--- src/hdl/xtrie_pkg.sv ---
package xtrie_pkg;

  // Fixed widths of the item and result fields.
  localparam int ValueW  = 10;
  localparam int CountW  = 11;
  localparam int ActionW = 3;

  // Action codes of an input item; the two codes above clear are unused.
  typedef enum logic [ActionW-1:0] {
    ACT_INSERT  = 3'd0,
    ACT_ERASE   = 3'd1,
    ACT_XOR_MIN = 3'd2,
    ACT_XOR_MAX = 3'd3,
    ACT_COUNT   = 3'd4,
    ACT_CLEAR   = 3'd5
  } action_t;

  typedef enum logic [3:0] {
    S_CLEAR,
    S_IDLE,
    S_UP_RD,
    S_UP_WR,
    S_WALK_RD,
    S_WALK_CHK,
    S_LEAF_RD,
    S_LEAF_CHK,
    S_RESP
  } state_t;

  typedef struct packed {
    logic [ValueW-1:0] xor_answer;
    logic              present;
    logic              empty_error;
    logic [CountW-1:0] element_count;
  } result_t;

  typedef struct packed {
    logic    load;
    result_t res;
  } out_load_t;

endpackage

--- src/hdl/xtrie_out.sv ---
module xtrie_out (
  input  logic                  clk,
  input  logic                  rst,
  input  xtrie_pkg::out_load_t  ld,
  output logic                  slot_free,
  output logic                  result_valid,
  input  logic                  result_ready,
  output xtrie_pkg::result_t    res_q
);

  import xtrie_pkg::*;

  // The slot can take a new result when it is empty or is being emptied now.
  assign slot_free = !result_valid || result_ready;

  always_ff @(posedge clk) begin
    if (rst) begin
      result_valid <= 1'b0;
    end else if (ld.load) begin
      result_valid <= 1'b1;
    end else if (result_ready) begin
      result_valid <= 1'b0;
    end
  end

  always_ff @(posedge clk) begin
    if (ld.load) begin
      res_q <= ld.res;
    end
  end

endmodule
--- config.mk ---
export PLATFORM = sky130hd
export DESIGN_NAME = xtrie_out
export DESIGN_NICKNAME = d
export VERILOG_FILES = /design/src/hdl/xtrie_pkg.sv /design/src/hdl/xtrie_out.sv
export SDC_FILE = /design/constraint.sdc
export NUM_CORES = 1
export LEC_CHECK = 0
export CAP_MARGIN = 15
export CORE_AREA = 2 2 53 55
export CTS_CLUSTER_SIZE = 40
export DETAILED_ROUTE_END_ITERATION = 10
export DIE_AREA = 0 0 55 57
export DONT_BUFFER_PORTS = 1
export PLACE_DENSITY_LB_ADDON = 0.12
export SLEW_MARGIN = 5
export SYNTH_ARGS = -nofsm -noshare
export SYNTH_HDL_FRONTEND = slang
export SYNTH_SLANG_ARGS = --single-unit
--- constraint.sdc ---
create_clock -name clk -period 1.6 [get_ports clk]
set_clock_uncertainty 0.2 [all_clocks]
set_input_delay 0.24 -clock clk [delete_from_list [all_inputs] [get_ports clk]]
set_output_delay 0.24 -clock clk [all_outputs]
set_load 0.02 [all_outputs]
==> reports/metrics.cfg <==
[logic_synthesis]
synth_cell_type_count = 5
synth_largest_type_area_fraction = 0.9372
synth.top_cells.by_area = sky130_fd_sc_hd__edfxtp_1 (94%), sky130_fd_sc_hd__dfxtp_1 (2.7%), sky130_fd_sc_hd__nand2b_4 (1.9%)
yosysWarnings = 0
synth_area_per_cell_um2 = 27.29
ys_seq_area_frac = 0.9643
post_synth_inst_count = 27
post_synth_instance_area_um2 = 737.0
post-synth-top-area-cell = sky130_fd_sc_hd__edfxtp_1
syn_nets = 54
yosys_register_bits = 24

[pwr]
power_frac_clock = 0.255
total_power_consumption_of_the_routed_design_mw = 1.186
cell_internal_pwr_uw = 929.1
power.static_leakage_nw = 0.3747
ir_drop_mv = 0.5911
power.switching_uw = 256.6
switching_fraction = 0.2164
seq_power_share = 0.699
comb_power_share = 0.047
power_per_cell_area_nw_per_um2 = 1115

[timing]
timing_max_transition_violations_final = 0
worst_slew_pin_tran_ns = 0.2304
timing_hold_violations_final = 23
tns_ns = 0
rsz0062_at_grt = false
finalCritPeriodShare = 0.9087
min_period_ns = 1.454
setup_viol_count_final = 0
hold_slack_ns = -0.1585
timing.max_slew.rel_slack = 0.8467
max_freq_mhz = 687.8

[worst_setup_path]
critical_path_sink_type = flip-flop
timing.reg2reg.worst_path_depth = 3
timing.critical_path.from_type = flip-flop
timing.critical_path.arrival_ns = 1.50
timing.rr.end = result_valid
critPathKind = reg -> reg
reg2reg_from = result_valid
worst-path-max-fanout = 2
rrSetupSlack_ns = 0.15
required_ns = 1.65

[run]
drv.max_cap_violation_count = 0

[global_route]
first_global_vias = 378
grt.overflow.total = 0
maximum_number_of_pins_on_one_net_before_global_route_repair = 25
grt.total_usage = 0.09777
antenna_found_initial = 0
grt_first_pass_wirelength_um = 2014

[hold_path]
worstHoldPathType = in -> reg
timing.hold.worst.start = ld[23]
hold_endpoint = res_q[9]
hold_depth = 0

[clock_tree]
clock_transition_at_the_registers_of_the_reported_paths_ns = 0.12
clk-insertion-delay-late_ns = 0.30
hold_buffers = 25
tritoncts_clock_tree = yes
htree_levels = 1
root_buffer = sky130_fd_sc_hd__clkbuf_4
tritoncts.num_buffers = 3
maximum_number_of_buffers_from_clock_root_to_sink = 2
cts_sinks = 24

[detailed_routing]
post_drt_wl_per_cell_um = 15.41
first_pass_iters = 2
initialDrtViolationCount = 8
routed-via-count = 352
vias_per_cell = 4.046
detail_route.drc_violations = 0
ant_nets = 0
wl_um = 1341

[layout]
insertedDiodeCount = 0
area_of_all_placed_cells_without_fillers_um2 = 1064
design.final.nets = 84
drive_above_1_share = 0.1250
area_growth_from_synthesis_to_layout_pct = 44.31

[floorplanning]
fp.coreArea_um2 = 2615
die_width_um = 55
initial_core_utilization = 0.2818
rows = 19
floorplan.die_area_um2 = 3135
pin_count = 52
dieHeight_um = 57

[place]
dpl_cell_area_um2 = 775.7
gpl.final_weighted_congestion = 0.5773
port-buffer-count = 0
detailedPlacementHpwl_um = 873.4

[run_status]
run_status = finished, violations left
violations = hold timing

==> registers in the layout, indices dropped and copies added (netlist names) <==
signal	flops
res_q	23
result_valid	1
==> power groups by stage <==
stage / Clock, mW / Combinational, mW / Sequential [mW]
final: 0.302 / 0.0554 / 0.828
after detailed placement: 0 / 0.00640 / 0.844
after CTS: 0.321 / 0.0552 / 0.829
after floorplan: 0 / 0.00605 / 0.835
after global placement: 0 / 0.00634 / 0.844
after global routing: 0.342 / 0.0602 / 0.834
==> placed cells by master (no fill, tap or decap) <==
cell,instances
sky130_fd_sc_hd__dlygate4sd3_1,25
sky130_fd_sc_hd__dfxtp_2,1
sky130_fd_sc_hd__inv_1,1
sky130_fd_sc_hd__clkbuf_4,3
sky130_fd_sc_hd__clkbuf_8,1
sky130_fd_sc_hd__a21oi_2,1
sky130_fd_sc_hd__nand2b_4,1
sky130_fd_sc_hd__edfxtp_1,23
==> cells by family (layout without fill, tap and decap cells) <==
group | after synthesis | after routing | synth area share
DFF | 24 | 24 | 0.9643
buffers and inverters | 1 | 30 | 0.005088
and+or+nand+nor | 1 | 1 | 0.01867
AOI/OAI and AO/OA | 1 | 1 | 0.01189
==> what timing repair did <==
action,CTS,global route
setup buffers,0,0
setup endpoints to repair,0,1
endpoints found under the hold margin,47,23
resized for setup,0,1
==> metal layers <==
metal,up-vias,track usage,share of wire
met5,-,0,0
met4,0,0.06272,0.0089
met3,2,0.03141,0.069
met2,19,0.1684,0.62
met1,170,0.09632,0.30
li1,161,-,-
==> worst max path at each step <==
stage	startpoint	to	slack (ns)	depth (start not counted)
final	result_valid	result_valid	0.15	3
after global routing	result_valid	result_valid	0.11	3
after CTS	result_valid	result_valid	0.03	3
after detailed placement	result_valid	slot_free	0.56	1
after global placement	result_valid	slot_free	0.56	1
after floorplan	result_valid	slot_free	0.58	1
==> area by class of cell <==
class / count / area (um^2)
fill: 256 / 1551
sequential: 24 / 711.9
timing repair buffer: 25 / 250.2
tap: 31 / 38.79
clock buffer: 4 / 36.28
multi-input combinational: 2 / 22.52
inverter: 1 / 3.754
==> synth_stat cells <==
master                      n
sky130_fd_sc_hd__a21oi_2    1
sky130_fd_sc_hd__dfxtp_1    1
sky130_fd_sc_hd__edfxtp_1  23
sky130_fd_sc_hd__inv_1      1
sky130_fd_sc_hd__nand2b_4   1
==> worst max-delay path, stage by stage, from the launching register on <==
cell and delay (ns):
sky130_fd_sc_hd__dfxtp_2 0.43, sky130_fd_sc_hd__nand2b_4 0.11, sky130_fd_sc_hd__a21oi_2 0.13, sky130_fd_sc_hd__dlygate4sd3_1 0.54
==> through the flow <==
| stage | worst slack [ns] | hold slack (ns) | cells | utilization |
|---|---|---|---|---|
| floorplan | 0.5832 | 0.1024 | 27 | - |
| global placement | 0.5593 | 0.1032 | 58 | 0.2967 |
| detailed placement | 0.5553 | 0.1050 | 58 | 0.2967 |
| CTS | 0.02989 | -0.1760 | 87 | 0.4062 |
| global route | 0.1101 | -0.1881 | 87 | 0.4067 |
| finish | 0.1461 | -0.1585 | 87 | 0.4067 |
(Power assumes the default switching activity.)
